===== config.mk =====
export PLATFORM = sky130hd
export DESIGN_NAME = plane_sample_statistics_unit
export DESIGN_NICKNAME = d
export VERILOG_FILES = /design/src/hdl/pss_pkg.sv /design/src/hdl/pss_queue.sv /design/src/hdl/pss_front.sv /design/src/hdl/pss_back.sv /design/src/hdl/plane_sample_statistics_unit.sv
export VERILOG_INCLUDE_DIRS = /design/src /design/src/hdl
export SDC_FILE = /design/constraint.sdc
export NUM_CORES = 1
export LEC_CHECK = 0
export ABC_CLOCK_PERIOD_IN_PS = 13500
export BUFFER_PORTS_ARGS = -buffer_cell sky130_fd_sc_hd__buf_4
export CELL_PAD_IN_SITES_DETAIL_PLACEMENT = 0
export CELL_PAD_IN_SITES_GLOBAL_PLACEMENT = 1
export CORE_MARGIN = 1.5
export CORE_UTILIZATION = 54
export DETAILED_ROUTE_END_ITERATION = 12
export PLACE_DENSITY = 0.92
export SLEW_MARGIN = 25
export SYNTH_ARGS = -nofsm -noshare
export SYNTH_HDL_FRONTEND = slang
export SYNTH_SLANG_ARGS = --single-unit

===== constraint.sdc =====
create_clock -name aclk -period 13.5 [get_ports aclk]
set_input_delay 0 -clock aclk [delete_from_list [all_inputs] [get_ports aclk]]
set_output_delay 0 -clock aclk [all_outputs]
set_load 0.03 [all_outputs]

===== src/hdl/plane_sample_statistics_unit_assert.svh =====
// Assertion macros for the plane sample statistics unit.
// Expects aclk and aresetn in scope at the place of use.
`ifndef PLANE_SAMPLE_STATISTICS_UNIT_ASSERT_SVH
`define PLANE_SAMPLE_STATISTICS_UNIT_ASSERT_SVH

// Same-cycle implication, disabled during reset.
`define PSS_ASSERT_IMP(label, ante, cons) \
    label: assert property (@(posedge aclk) disable iff (!aresetn) (ante) |-> (cons)) \
        else $error("plane statistics check failed");

// Next-cycle implication, disabled during reset.
`define PSS_ASSERT_NEXT(label, ante, cons) \
    label: assert property (@(posedge aclk) disable iff (!aresetn) (ante) |=> (cons)) \
        else $error("plane statistics check failed");

`endif


===== src/hdl/pss_pkg.sv =====
// Shared constants and types of the plane sample statistics unit.
// No dependencies.
`default_nettype none

package pss_pkg;

    localparam int COUNT_BITS      = 24;
    localparam int CNT_W           = COUNT_BITS + 1;
    localparam int SUM_W           = 40;
    localparam int SAMPLE_W        = 16;
    localparam int DEPTH_W         = 5;
    localparam int TOTAL_W         = 25;
    localparam int IN_TDATA_W      = 16;
    localparam int OUT_FIELDS_W    = 5 * SAMPLE_W + TOTAL_W + 1;
    localparam int OUT_TDATA_W     = ((OUT_FIELDS_W + 7) / 8) * 8;
    localparam int OUT_PAD_W       = OUT_TDATA_W - OUT_FIELDS_W;
    localparam int QUEUE_DEPTH     = 2;
    localparam int QPTR_W          = (QUEUE_DEPTH > 1) ? $clog2(QUEUE_DEPTH) : 1;
    localparam int QCNT_W          = $clog2(QUEUE_DEPTH + 1);
    localparam int DIV_STEPS       = SUM_W;
    localparam int DIV_CNT_W       = $clog2(DIV_STEPS + 1);

    localparam logic [DEPTH_W-1:0] SAMPLE_DEPTH_RESET = 5'd10;

    // Snapshot of one finished plane, handed from the accumulator to the divider.
    typedef struct packed {
        logic [SAMPLE_W-1:0] min_val;
        logic [SAMPLE_W-1:0] max_val;
        logic [SUM_W-1:0]    sum;
        logic [CNT_W-1:0]    count;
        logic                overflow;
    } plane_rec_t;

    typedef struct packed {
        logic full;
        logic empty;
    } queue_status_t;

endpackage

`default_nettype wire


===== src/hdl/pss_queue.sv =====
// Short record queue between the accumulator and the divider back end.
// Depends on pss_pkg.
`default_nettype none

module pss_queue (
    input  wire logic                  aclk,
    input  wire logic                  aresetn,
    input  wire logic                  push,
    input  wire pss_pkg::plane_rec_t   push_rec,
    input  wire logic                  pop,
    output pss_pkg::plane_rec_t        pop_rec,
    output pss_pkg::queue_status_t     status
);
    import pss_pkg::*;

    plane_rec_t          entries_reg [QUEUE_DEPTH];
    logic [QPTR_W-1:0]   wr_ptr_reg, wr_ptr_next;
    logic [QPTR_W-1:0]   rd_ptr_reg, rd_ptr_next;
    logic [QCNT_W-1:0]   count_reg, count_next;

    function automatic logic [QPTR_W-1:0] ptr_inc(input logic [QPTR_W-1:0] p);
        return (p == QPTR_W'(QUEUE_DEPTH - 1)) ? '0 : p + QPTR_W'(1);
    endfunction

    always_comb begin
        status.full  = (count_reg == QCNT_W'(QUEUE_DEPTH));
        status.empty = (count_reg == '0);
        pop_rec      = entries_reg[rd_ptr_reg];
        wr_ptr_next  = push ? ptr_inc(wr_ptr_reg) : wr_ptr_reg;
        rd_ptr_next  = pop  ? ptr_inc(rd_ptr_reg) : rd_ptr_reg;
        unique case ({push, pop})
            2'b10:   count_next = count_reg + QCNT_W'(1);
            2'b01:   count_next = count_reg - QCNT_W'(1);
            default: count_next = count_reg;
        endcase
    end

    always_ff @(posedge aclk) begin
        if (push) begin
            entries_reg[wr_ptr_reg] <= push_rec;
        end
    end

    always_ff @(posedge aclk) begin
        if (!aresetn) begin
            wr_ptr_reg <= '0;
            rd_ptr_reg <= '0;
            count_reg  <= '0;
        end else begin
            wr_ptr_reg <= wr_ptr_next;
            rd_ptr_reg <= rd_ptr_next;
            count_reg  <= count_next;
        end
    end

endmodule

`default_nettype wire


===== src/hdl/pss_front.sv =====
// Accumulator front end: takes samples, keeps running min, max, sum and count.
// Depends on pss_pkg; feeds pss_queue.
`default_nettype none

module pss_front (
    input  wire logic                          aclk,
    input  wire logic                          aresetn,
    input  wire logic                          s_tvalid,
    output logic                               s_tready,
    input  wire logic [pss_pkg::IN_TDATA_W-1:0] s_tdata,  // [15:0] sample
    input  wire logic                          s_tlast,   // last_sample
    input  wire pss_pkg::queue_status_t        q_status,
    output logic                               push,
    output pss_pkg::plane_rec_t                push_rec
);
    import pss_pkg::*;

    logic [SAMPLE_W-1:0] min_reg, min_next, min_upd;
    logic [SAMPLE_W-1:0] max_reg, max_next, max_upd;
    logic [SUM_W-1:0]    sum_reg, sum_next, sum_upd, sum_add;
    logic [SUM_W:0]      sum_wide;
    logic [CNT_W-1:0]    count_reg, count_next, count_upd;
    logic                ovf_reg, ovf_next, ovf_upd;
    logic [SAMPLE_W-1:0] sample;
    logic                accept, sat;

    always_comb begin
        s_tready = !q_status.full;
        accept   = s_tvalid && s_tready;
        sample   = s_tdata[SAMPLE_W-1:0];

        min_upd  = (sample < min_reg) ? sample : min_reg;
        max_upd  = (sample > max_reg) ? sample : max_reg;
        // count never passes 2^COUNT_BITS, so its top bit marks saturation
        sat      = count_reg[COUNT_BITS];
        sum_wide = {1'b0, sum_reg} + (SUM_W + 1)'(sample);
        sum_add  = sum_wide[SUM_W] ? '1 : sum_wide[SUM_W-1:0];
        sum_upd  = sat ? sum_reg : sum_add;
        count_upd = sat ? count_reg : count_reg + CNT_W'(1);
        ovf_upd  = ovf_reg | sat;

        push              = accept && s_tlast;
        push_rec.min_val  = min_upd;
        push_rec.max_val  = max_upd;
        push_rec.sum      = sum_upd;
        push_rec.count    = count_upd;
        push_rec.overflow = ovf_upd;

        min_next   = min_reg;
        max_next   = max_reg;
        sum_next   = sum_reg;
        count_next = count_reg;
        ovf_next   = ovf_reg;
        if (accept) begin
            if (s_tlast) begin
                // plane done: start over
                min_next   = '1;
                max_next   = '0;
                sum_next   = '0;
                count_next = '0;
                ovf_next   = 1'b0;
            end else begin
                min_next   = min_upd;
                max_next   = max_upd;
                sum_next   = sum_upd;
                count_next = count_upd;
                ovf_next   = ovf_upd;
            end
        end
    end

    always_ff @(posedge aclk) begin
        if (!aresetn) begin
            min_reg   <= '1;
            max_reg   <= '0;
            sum_reg   <= '0;
            count_reg <= '0;
            ovf_reg   <= 1'b0;
        end else begin
            min_reg   <= min_next;
            max_reg   <= max_next;
            sum_reg   <= sum_next;
            count_reg <= count_next;
            ovf_reg   <= ovf_next;
        end
    end

endmodule

`default_nettype wire


===== src/hdl/pss_back.sv =====
// Back end: serial mean divider, ceiling snap, output register, depth register.
// Depends on pss_pkg; drains pss_queue.
`default_nettype none

module pss_back (
    input  wire logic                           aclk,
    input  wire logic                           aresetn,
    input  wire logic                           cfg_valid,
    output logic                                cfg_ready,
    input  wire logic [pss_pkg::DEPTH_W-1:0]    cfg_data,   // sample_depth
    input  wire pss_pkg::queue_status_t         q_status,
    output logic                                pop,
    input  wire pss_pkg::plane_rec_t            pop_rec,
    output logic                                m_tvalid,
    input  wire logic                           m_tready,
    output logic [pss_pkg::OUT_TDATA_W-1:0]     m_tdata
);
    import pss_pkg::*;

    localparam logic [1:0] ST_IDLE = 2'd0;
    localparam logic [1:0] ST_DIV  = 2'd1;
    localparam logic [1:0] ST_HOLD = 2'd2;

    localparam int LUMA_BASE   = 219 + 16;
    localparam int CHROMA_BASE = 224 + 16;
    localparam int SNAP_W      = 20;

    logic [1:0]             state_reg, state_next;
    logic [DIV_CNT_W-1:0]   step_reg, step_next;
    logic [SUM_W-1:0]       quot_reg, quot_next;
    logic [CNT_W-1:0]       rem_reg, rem_next;
    logic [CNT_W-1:0]       divisor_reg, divisor_next;
    plane_rec_t             rec_reg, rec_next;
    logic                   out_valid_reg, out_valid_next;
    logic [OUT_TDATA_W-1:0] out_data_reg, out_data_next;
    logic [DEPTH_W-1:0]     depth_reg, depth_next;

    logic [CNT_W:0]         shifted;
    logic [CNT_W-1:0]       rem_step;
    logic                   ge;
    logic [SAMPLE_W-1:0]    mean_val, ceil_val;

    function automatic logic [SAMPLE_W-1:0] snap_ceiling(
        input logic [SAMPLE_W-1:0] top,
        input logic [DEPTH_W-1:0]  depth
    );
        logic [3:0]        sh;
        logic [SNAP_W-1:0] luma, chroma, luma_q, chroma_q, t;
        if (depth < DEPTH_W'(8)) begin
            sh = 4'd0;
        end else if (depth > DEPTH_W'(16)) begin
            sh = 4'd8;
        end else begin
            sh = 4'(depth - DEPTH_W'(8));
        end
        luma     = SNAP_W'(LUMA_BASE) << sh;
        chroma   = SNAP_W'(CHROMA_BASE) << sh;
        luma_q   = SNAP_W'(luma * SNAP_W'(3)) >> 2;
        chroma_q = SNAP_W'(chroma * SNAP_W'(3)) >> 2;
        t = SNAP_W'(top);
        if (t < luma && t > luma_q) begin
            t = luma;
        end
        if (t < chroma && t > chroma_q) begin
            t = chroma;
        end
        return t[SAMPLE_W-1:0];
    endfunction

    always_comb begin
        cfg_ready  = 1'b1;
        depth_next = (cfg_valid && cfg_ready) ? cfg_data : depth_reg;

        // one restoring division step per cycle
        shifted  = {rem_reg, quot_reg[SUM_W-1]};
        ge       = (shifted >= {1'b0, divisor_reg});
        rem_step = ge ? CNT_W'(shifted - {1'b0, divisor_reg}) : shifted[CNT_W-1:0];

        mean_val = (|quot_reg[SUM_W-1:SAMPLE_W]) ? '1 : quot_reg[SAMPLE_W-1:0];
        ceil_val = snap_ceiling(rec_reg.max_val, depth_reg);

        state_next     = state_reg;
        step_next      = step_reg;
        quot_next      = quot_reg;
        rem_next       = rem_reg;
        divisor_next   = divisor_reg;
        rec_next       = rec_reg;
        out_data_next  = out_data_reg;
        out_valid_next = out_valid_reg;
        pop            = 1'b0;

        if (out_valid_reg && m_tready) begin
            out_valid_next = 1'b0;
        end

        unique case (state_reg)
            ST_IDLE: begin
                if (!q_status.empty) begin
                    pop          = 1'b1;
                    rec_next     = pop_rec;
                    quot_next    = pop_rec.sum;
                    rem_next     = '0;
                    divisor_next = pop_rec.count;
                    step_next    = DIV_CNT_W'(DIV_STEPS);
                    state_next   = ST_DIV;
                end
            end
            ST_DIV: begin
                quot_next = {quot_reg[SUM_W-2:0], ge};
                rem_next  = rem_step;
                step_next = step_reg - DIV_CNT_W'(1);
                if (step_reg == DIV_CNT_W'(1)) begin
                    state_next = ST_HOLD;
                end
            end
            ST_HOLD: begin
                // load the output register once it is free
                if (!out_valid_reg || m_tready) begin
                    out_data_next  = {{OUT_PAD_W{1'b0}}, rec_reg.overflow,
                                      TOTAL_W'(rec_reg.count), ceil_val,
                                      rec_reg.min_val, mean_val,
                                      rec_reg.max_val, rec_reg.min_val};
                    out_valid_next = 1'b1;
                    state_next     = ST_IDLE;
                end
            end
            default: begin
                state_next = ST_IDLE;
            end
        endcase

        m_tvalid = out_valid_reg;
        m_tdata  = out_data_reg;
    end

    always_ff @(posedge aclk) begin
        step_reg     <= step_next;
        quot_reg     <= quot_next;
        rem_reg      <= rem_next;
        divisor_reg  <= divisor_next;
        rec_reg      <= rec_next;
        out_data_reg <= out_data_next;
    end

    always_ff @(posedge aclk) begin
        if (!aresetn) begin
            state_reg     <= ST_IDLE;
            out_valid_reg <= 1'b0;
            depth_reg     <= SAMPLE_DEPTH_RESET;
        end else begin
            state_reg     <= state_next;
            out_valid_reg <= out_valid_next;
            depth_reg     <= depth_next;
        end
    end

endmodule

`default_nettype wire


===== src/hdl/plane_sample_statistics_unit.sv =====
// Plane sample statistics unit: min, max, mean and range estimates per plane.
// Throughput: one sample per cycle while the queue is not full; the 40-step serial divider
//   works on one plane at a time, and a 2-entry queue absorbs planes that arrive faster.
// Each finished plane passes through the queue, the divider and the output register to m_tvalid.
// Reset (aresetn low, synchronous): running stats cleared, queue emptied, sample depth = 10.
`default_nettype none

`include "plane_sample_statistics_unit_assert.svh"

module plane_sample_statistics_unit (
    input  wire logic                              aclk,
    input  wire logic                              aresetn,
    // sample stream
    input  wire logic                              s_tvalid,
    output logic                                   s_tready,
    input  wire logic [pss_pkg::IN_TDATA_W-1:0]    s_tdata,  // [15:0] sample
    input  wire logic                              s_tlast,  // last_sample
    // per-plane result
    output logic                                   m_tvalid,
    input  wire logic                              m_tready,
    // [15:0] min_value, [31:16] max_value, [47:32] mean_value,
    // [63:48] floor_estimate, [79:64] ceiling_estimate,
    // [104:80] sample_total, [105] count_overflow, [111:106] zero
    output logic [pss_pkg::OUT_TDATA_W-1:0]        m_tdata,
    // sample depth register write
    input  wire logic                              cfg_valid,
    output logic                                   cfg_ready,
    input  wire logic [pss_pkg::DEPTH_W-1:0]       cfg_data  // sample_depth
);
    import pss_pkg::*;

    logic           push, pop;
    plane_rec_t     push_rec, pop_rec;
    queue_status_t  q_status;

    // Front end: accumulate each plane and hand a snapshot over on the last sample.
    // It stalls only when the queue is full.
    pss_front u_front (
        .aclk     (aclk),
        .aresetn  (aresetn),
        .s_tvalid (s_tvalid),
        .s_tready (s_tready),
        .s_tdata  (s_tdata),
        .s_tlast  (s_tlast),
        .q_status (q_status),
        .push     (push),
        .push_rec (push_rec)
    );

    // Decouple the sample rate from the slow per-plane divide.
    pss_queue u_queue (
        .aclk     (aclk),
        .aresetn  (aresetn),
        .push     (push),
        .push_rec (push_rec),
        .pop      (pop),
        .pop_rec  (pop_rec),
        .status   (q_status)
    );

    // Back end: divide sum by count one bit per cycle, snap the ceiling,
    // and hold the result in the output register until taken.
    pss_back u_back (
        .aclk      (aclk),
        .aresetn   (aresetn),
        .cfg_valid (cfg_valid),
        .cfg_ready (cfg_ready),
        .cfg_data  (cfg_data),
        .q_status  (q_status),
        .pop       (pop),
        .pop_rec   (pop_rec),
        .m_tvalid  (m_tvalid),
        .m_tready  (m_tready),
        .m_tdata   (m_tdata)
    );

    // Never write into a full queue or read from an empty one.
    `PSS_ASSERT_IMP(a_no_push_full, push, !q_status.full)
    `PSS_ASSERT_IMP(a_no_pop_empty, pop, !q_status.empty)
    // An empty queue stays empty without a push.
    `PSS_ASSERT_NEXT(a_empty_holds, q_status.empty && !push, q_status.empty)
    // The mean of a plane lies between its minimum and maximum.
    `PSS_ASSERT_IMP(a_mean_in_range, m_tvalid, (m_tdata[15:0] <= m_tdata[47:32]) && (m_tdata[47:32] <= m_tdata[31:16]))

endmodule

`default_nettype wire


== Word level (Yosys, flattened, before mapping) ==
Memory sizes are Yosys's and may differ from the RTL's. A register that Yosys moved wholly into a read port is not among the register bits.
Index checks and enable logic that the tools add are counted.

* Output and inout port bits: 115
* Memories: 1
* Bits in writable memories: 196
* Flip-flop bits (word level): 345
* Input port bits: 27
* Word-level logic and storage cells: 108

* $mul: 2
* Order comparisons: 9
* Bitwise logic cells: 2
* Mux-type cells: 37
* Equality and inequality tests: 9
* Reductions and logical operators: 17
* Shift-type cells: 2
* Add/subtract/negate cells: 9

{| class="wikitable"
|+ Memories
! memory !! words !! bits a word !! rd ports !! clocked after memory_dff !! write ports !! line !! RTL
|-
| u_queue.entries_reg || 2 || 98 || 1 || 1 || 1 || pss_queue.sv:16 || <nowiki>plane_rec_t entries_reg [QUEUE_DEPTH];</nowiki>
|}

{| class="wikitable"
|+ Operators by type and width
! cell !! number
|-
| $mux W40 || 4
|-
| $mux W25 || 4
|-
| $mux W16 || 5
|-
| $pmux W40 S2 || 1
|-
| $pmux W25 S2 || 1
|-
| $add A40 B16 Y41 || 1
|-
| $mul A20 B2 Y20 const B || 2
|-
| $shl A8 B4 Y20 const A || 2
|-
| $ge A26 B25 Y1 || 1
|-
| $add A25 B1 Y25 const B || 1
|-
| $sub A25 B25 Y25 || 1
|-
| $reduce_or A24 Y1 || 1
|-
| $gt A20 B18 Y1 || 1
|-
| $lt A16 B20 Y1 || 1
|-
| $lt A20 B20 Y1 || 1
|-
| $mux W20 || 1
|-
| $gt A16 B18 Y1 || 1
|-
| $gt A16 B16 Y1 || 1
|-
| $lt A16 B16 Y1 || 1
|-
| $mux W1 || 12
|-
| $pmux W6 S2 || 1
|-
| $mux W4 || 2
|-
| $eq A2 B2 Y1 const B || 3
|-
| $eq A6 B1 Y1 const B || 1
|-
| 23 further kinds || 37
|}

== Depth between registers and ports, before layout ==
* Depth after elaboration: 11
* Gate-level depth with buffers: 39
* Mapped depth without buffers: 35

== Cells and area by module ==
Synthesis repeated with hierarchy kept, for this count alone.

* Cells, all modules: 2491
* Area total of the unflattened synthesis: 27870.5 µm²

{| class="wikitable"
|+ Modules (own cells, without submodules)
! module !! instances !! area an instance (µm²) !! cells each !! sequential area each (µm²)
|-
| pss_back || 1 || 13227.7 || 1195 || 6736.5
|-
| pss_front || 1 || 7357.1 || 969 || 1961.9
|-
| pss_queue || 1 || 7285.7 || 327 || 5985.7
|}

== Worst setup path after synthesis ==
OpenSTA, ideal clock, no wires.

* Path kind: reg-to-reg
* Start point: register u_back.depth_reg[4]
* End point: register u_back.out_data_reg[74], in the netlist u_back.m_tdata[74], data pin
* Slack: 6.767 ns
* Setup time: 0.260 ns
* Period minus slack after synthesis: 6.733 ns
* Arrival: 6.472 ns
* Path buffers: 4
* Stages on the path, launching flop included: 38
* Data required time: 13.240 ns
* Path through: dfxtp_1 nor2b_1 nand2_1 inv_1 nor2_1 a211oi_1 ha_1 or3_1 a21oi_2 o31ai_2 o21a_1 nor2_1 o21bai_1 a21oi_1 xnor2_1 ha_1 a21oi_1 a21boi_0 (+2 left out) nand4_1 buf_6 clkbuf_1 nand2_1 o21ai_0 ha_1 nand3_1 nor2_1 nand2_1 nor2_1 a221oi_1 o21ai_0 a21oi_1 o31ai_1 a211o_1 buf_6 buf_12 mux2_4

* Longest elaborated chain between the ends: 11
* Elaborated cells on any way between the ends: 16
* Those cells by class: mul (2); order compare (6); shift (2); mux (4); reduce/logical (2)

{| class="wikitable"
|+ Ends and longest elaborated chain
! element !! line !! RTL
|-
| start, declared || pss_back.sv:36 || <nowiki>logic [DEPTH_W-1:0] depth_reg, depth_next;</nowiki>
|-
| start signal, assigned || pss_back.sv:153 || <nowiki>depth_reg <= depth_next;</nowiki>
|-
| $gt A5 B5 Y1 || pss_back.sv:51 || <nowiki>end else if (depth > DEPTH_W'(16)) begin</nowiki>
|-
| $mux W4 || pss_back.sv:51 ||
|-
| $mux W4 (*) || pss_back.sv:49 || <nowiki>if (depth < DEPTH_W'(8)) begin</nowiki>
|-
| $shl A8 B4 Y20 || pss_back.sv:56 || <nowiki>luma = SNAP_W'(LUMA_BASE) << sh;</nowiki>
|-
| $mul A20 B2 Y20 || pss_back.sv:58 || <nowiki>luma_q = SNAP_W'(luma * SNAP_W'(3)) >> 2;</nowiki>
|-
| $gt A16 B18 Y1 || pss_back.sv:61 || <nowiki>if (t < luma && t > luma_q) begin</nowiki>
|-
| $logic_and A1 B1 Y1 || pss_back.sv:61 ||
|-
| $mux W20 || pss_back.sv:61 ||
|-
| $lt A20 B20 Y1 / $gt A20 B18 Y1 (equally long branches) || pss_back.sv:64 || <nowiki>if (t < chroma && t > chroma_q) begin</nowiki>
|-
| $logic_and A1 B1 Y1 || pss_back.sv:64 ||
|-
| $mux W16 (*) || pss_back.sv:64 ||
|-
| net u_back.ceil_val[10] || pss_back.sv:41 || <nowiki>logic [SAMPLE_W-1:0] mean_val, ceil_val;</nowiki>
|-
| end signal, assigned || pss_back.sv:142 || <nowiki>out_data_reg <= out_data_next;</nowiki>
|-
| end, declared || pss_back.sv:35 || <nowiki>logic [OUT_TDATA_W-1:0] out_data_reg, out_data_next;</nowiki>
|}

Mark *: on every way through the listed nets, which the timed path passes. The rest lies on a longest branch.
A chain may end at the register's enable or synchronous reset.

== Worst setup path after layout ==
* Start point: register u_back.depth_reg[4]
* End point: register u_back.out_data_reg[79], in the netlist u_back.m_tdata[79], data pin

The elaborated chain is that of the path after synthesis.

==> metrics.txt <==
Synth Area in Simple Gates 10.77%; Syn Area/Cell 11.45 um^2; complex-gate fraction of the synthesized area ~13%; vias per cell slightly below 6; setup TNS 0 ns; diode count 0; WL final 62260 um; Boundary Pins 142; P_sw 1966 uW; Post-CTS Setup Bufs 0; H-Tree Depth 2; Cell Count Post-Placement 3076; RSZ-0062 raised after global routing no; Top cell by count, worst path a21oi_1; Post-DP Area 28560 um^2; Port-buffer cells 134; Post-route DRC 0; endpoints failing setup 0; ys async rst share 0%; hpwl dp 43310 um; Final Skew 0.01997 ns; final instance area 30740 um^2; GRT Residual Overflow 0; worst vdd ir 115.7 uV; Clock power frac a little over a quarter; CP Launch Type register; Yosys top cell area share roughly 46%; maximum clock rate 108.5 MHz; status completed; Slew HR 31.68%; Die Ht 226.6 um; vias around 19000; Max stage delay on crit path 0.98 ns; Core ar. between 40000 and 50000 um^2; max FFs per register 196; DR iter-0 viols 1452; Yosys reg bits 526; layout cell share with drive strength beyond 1 14.21%; worst slew pin tran 1.022 ns; die area 51370 um^2; clk sink count roughly 530; synthesized instance count 2358; switching share of power about a third; largest family of logic cells by synthesized area compound AO/OA/AOI/OAI gates; crit path time final 9.221 ns; static leakage between 0.01 and 0.015 uW; HP Class in -> reg; Power Density 186.9 nW/um^2; Area growth syn-to-layout 13.83%; Tot Pwr 5745 uW; Avg WL per Cell 19.38 um; CTS tree yes; internal power 3779 uW; Comb power frac 32.5%; CTS Buffer Depth 3; Starting Density between 50% and 60%; Routed Antenna Nets 0; Tot GR Track Use between 20% and 30%; Cell Rows 81; clk root buf clkbuf_16; Slowest-stage cell, CP dfxtp_1; Required @ worst endpoint 13.86 ns; total of max-cap violations 0; Clock Pin Slew Worst Setup and Hold Paths 0.07 ns; ys flop type edfxtp_1; vias in the first global route 18218; Final Max Tran Viols 0; clock latency on the worst-skew pair approximately 0.6 ns; Pre-antenna DRT Iters 6; top post-synthesis cells by area edfxtp_1 (46%), ha_1 (8.5%), dfxtp_1 (8.2%), mux2_2 (3.4%), nand2_1 (2.9%); Seq pwr share 41.5%; initial antenna violation count 0; CP Class reg -> reg; largest net degree at the start of global routing 87; GP Congestion 0.8776; Synth Area in XOR/XNOR ~3.4%; yosys warns 0; Post-synth EDFFs 415; Final Hold Fails 0; Post-Layout Cell Count 3212; Hold Slack 0.1738 ns; post-synthesis mux area share roughly 6%; crit-path max FO 38; CTS buffer count 53; chip width approximately 230 um; Mapped Area around 27000 um^2; Yosys cell types 73; sequential area share after synthesis 54.37%; Post-Synth Adder-Cell Area 8.821%; Final Cycle Share 68.30%; Critical Path AT 9.58 ns; fin nets 2720; Worst setup EP type register; Synth area leader edfxtp_1; post_cts resized 0; wire length of the first global-routing pass 97830 um
==> cell families after synthesis <==
family / Yosys count
mux: 146
xor+xnor: 106
flops: 526
fa+ha+maj: 188
other cells: 2
compound gates: 535
simple gates: 606
buf+inv: 249
==> critical path, delay by kind of cell, from the launching register on <==
kind / cells / cell delay [ns]
buf+inv: 2 / 0.72
flops: 1 / 0.98
xor+xnor: 1 / 0.15
simple gates: 7 / 1.44
mux: 1 / 0.41
compound gates: 18 / 4.19
fa+ha+maj: 3 / 1.04
==> layer usage <==
layer  wire [um]  vias up  track usage (%)
li1            -     8972                -
met1       28250     9088            33.82
met2       29410      535            39.82
met3        3013      105            3.175
met4        1590        0            7.333
met5           0        -                0
==> synth_stat cells (27+ instances only) <==
cell      instances
a21o_1           43
a21oi_1         109
a22o_1           31
clkbuf_1         74
dfxtp_1         111
edfxtp_1        415
ha_1            184
inv_1           139
mux2_2           81
mux2i_1          59
nand2_1         212
nand3_1          66
nor2_1          111
nor2b_1          42
nor3_1           30
o21ai_0         156
or3_1            27
xnor2_1          71
xor2_1           35
==> cell usage in the layout, fill, tap and decap left out, drive strengths merged, types with 11 or more instances in the layout <==
cell,instances
and2,18
a21o,43
dfxtp,111
clkinv,16
a22o,31
inv,143
a21oi,110
o21ai,159
a22oi,20
xor2,35
o21bai,12
nand2b,17
xnor2,71
mux2i,60
ha,184
nand3,66
nor2b,42
conb,14
edfxtp,415
o21a,24
dlygate4sd3,36
o31ai,11
and3,17
a31oi,15
nor2,111
a211oi,23
nor4,15
nand4,24
or3,27
nor3,30
mux2,86
a21boi,11
buf,152
nand2,212
o211ai,14
clkbuf,68
==> final timing paths <==
path,from,to,slack (ns),depth (start not counted)
worst min-delay path,s_tvalid,u_front.sum_reg[27],0.17,5
worst max-delay path,u_back.depth_reg[4],u_back.m_tdata[79],4.28,32
worst min register to register,u_back.rec_reg[82],u_back.m_tdata[48],0.42,0
worst max register to register,u_back.depth_reg[4],u_back.m_tdata[79],4.28,32
==> layout make-up <==
type                       count  area [um^2]
fill                        3777        18410
sequential                   526        14690
multi-input combinational   1595        11390
timing repair buffer         188         1534
clock buffer                  68         1443
tap                          664        830.8
inverter                     141        529.3
clock inverter                30        330.3
==> power by group through the flow <==
| stage | clock network, uW | registers [uW] | logic, uW |
|---|---|---|---|
| floorplan | 0 | 2330 | 1430 |
| global placement | 0 | 2400 | 1770 |
| detailed placement | 0 | 2410 | 1840 |
| CTS | 1510 | 2380 | 1860 |
| global route | 1570 | 2410 | 2080 |
| finish | 1490 | 2390 | 1870 |
==> stage by stage <==
stage | util [%] | worst slack [ns]
after global routing | 62.55 | 3.391
after global placement | 58.10 | 4.561
after floorplan | - | 6.767
final | 62.55 | 4.279
after detailed placement | 58.11 | 4.316
after CTS | 62.45 | 4.305
==> timing repair <==
action / in CTS / in global routing
hold buffers: 36 / 0
endpoints found under the hold margin: 137 / 0
endpoints found under the setup margin: 0 / 0
No activity file was read; power rests on OpenSTA's default activity.
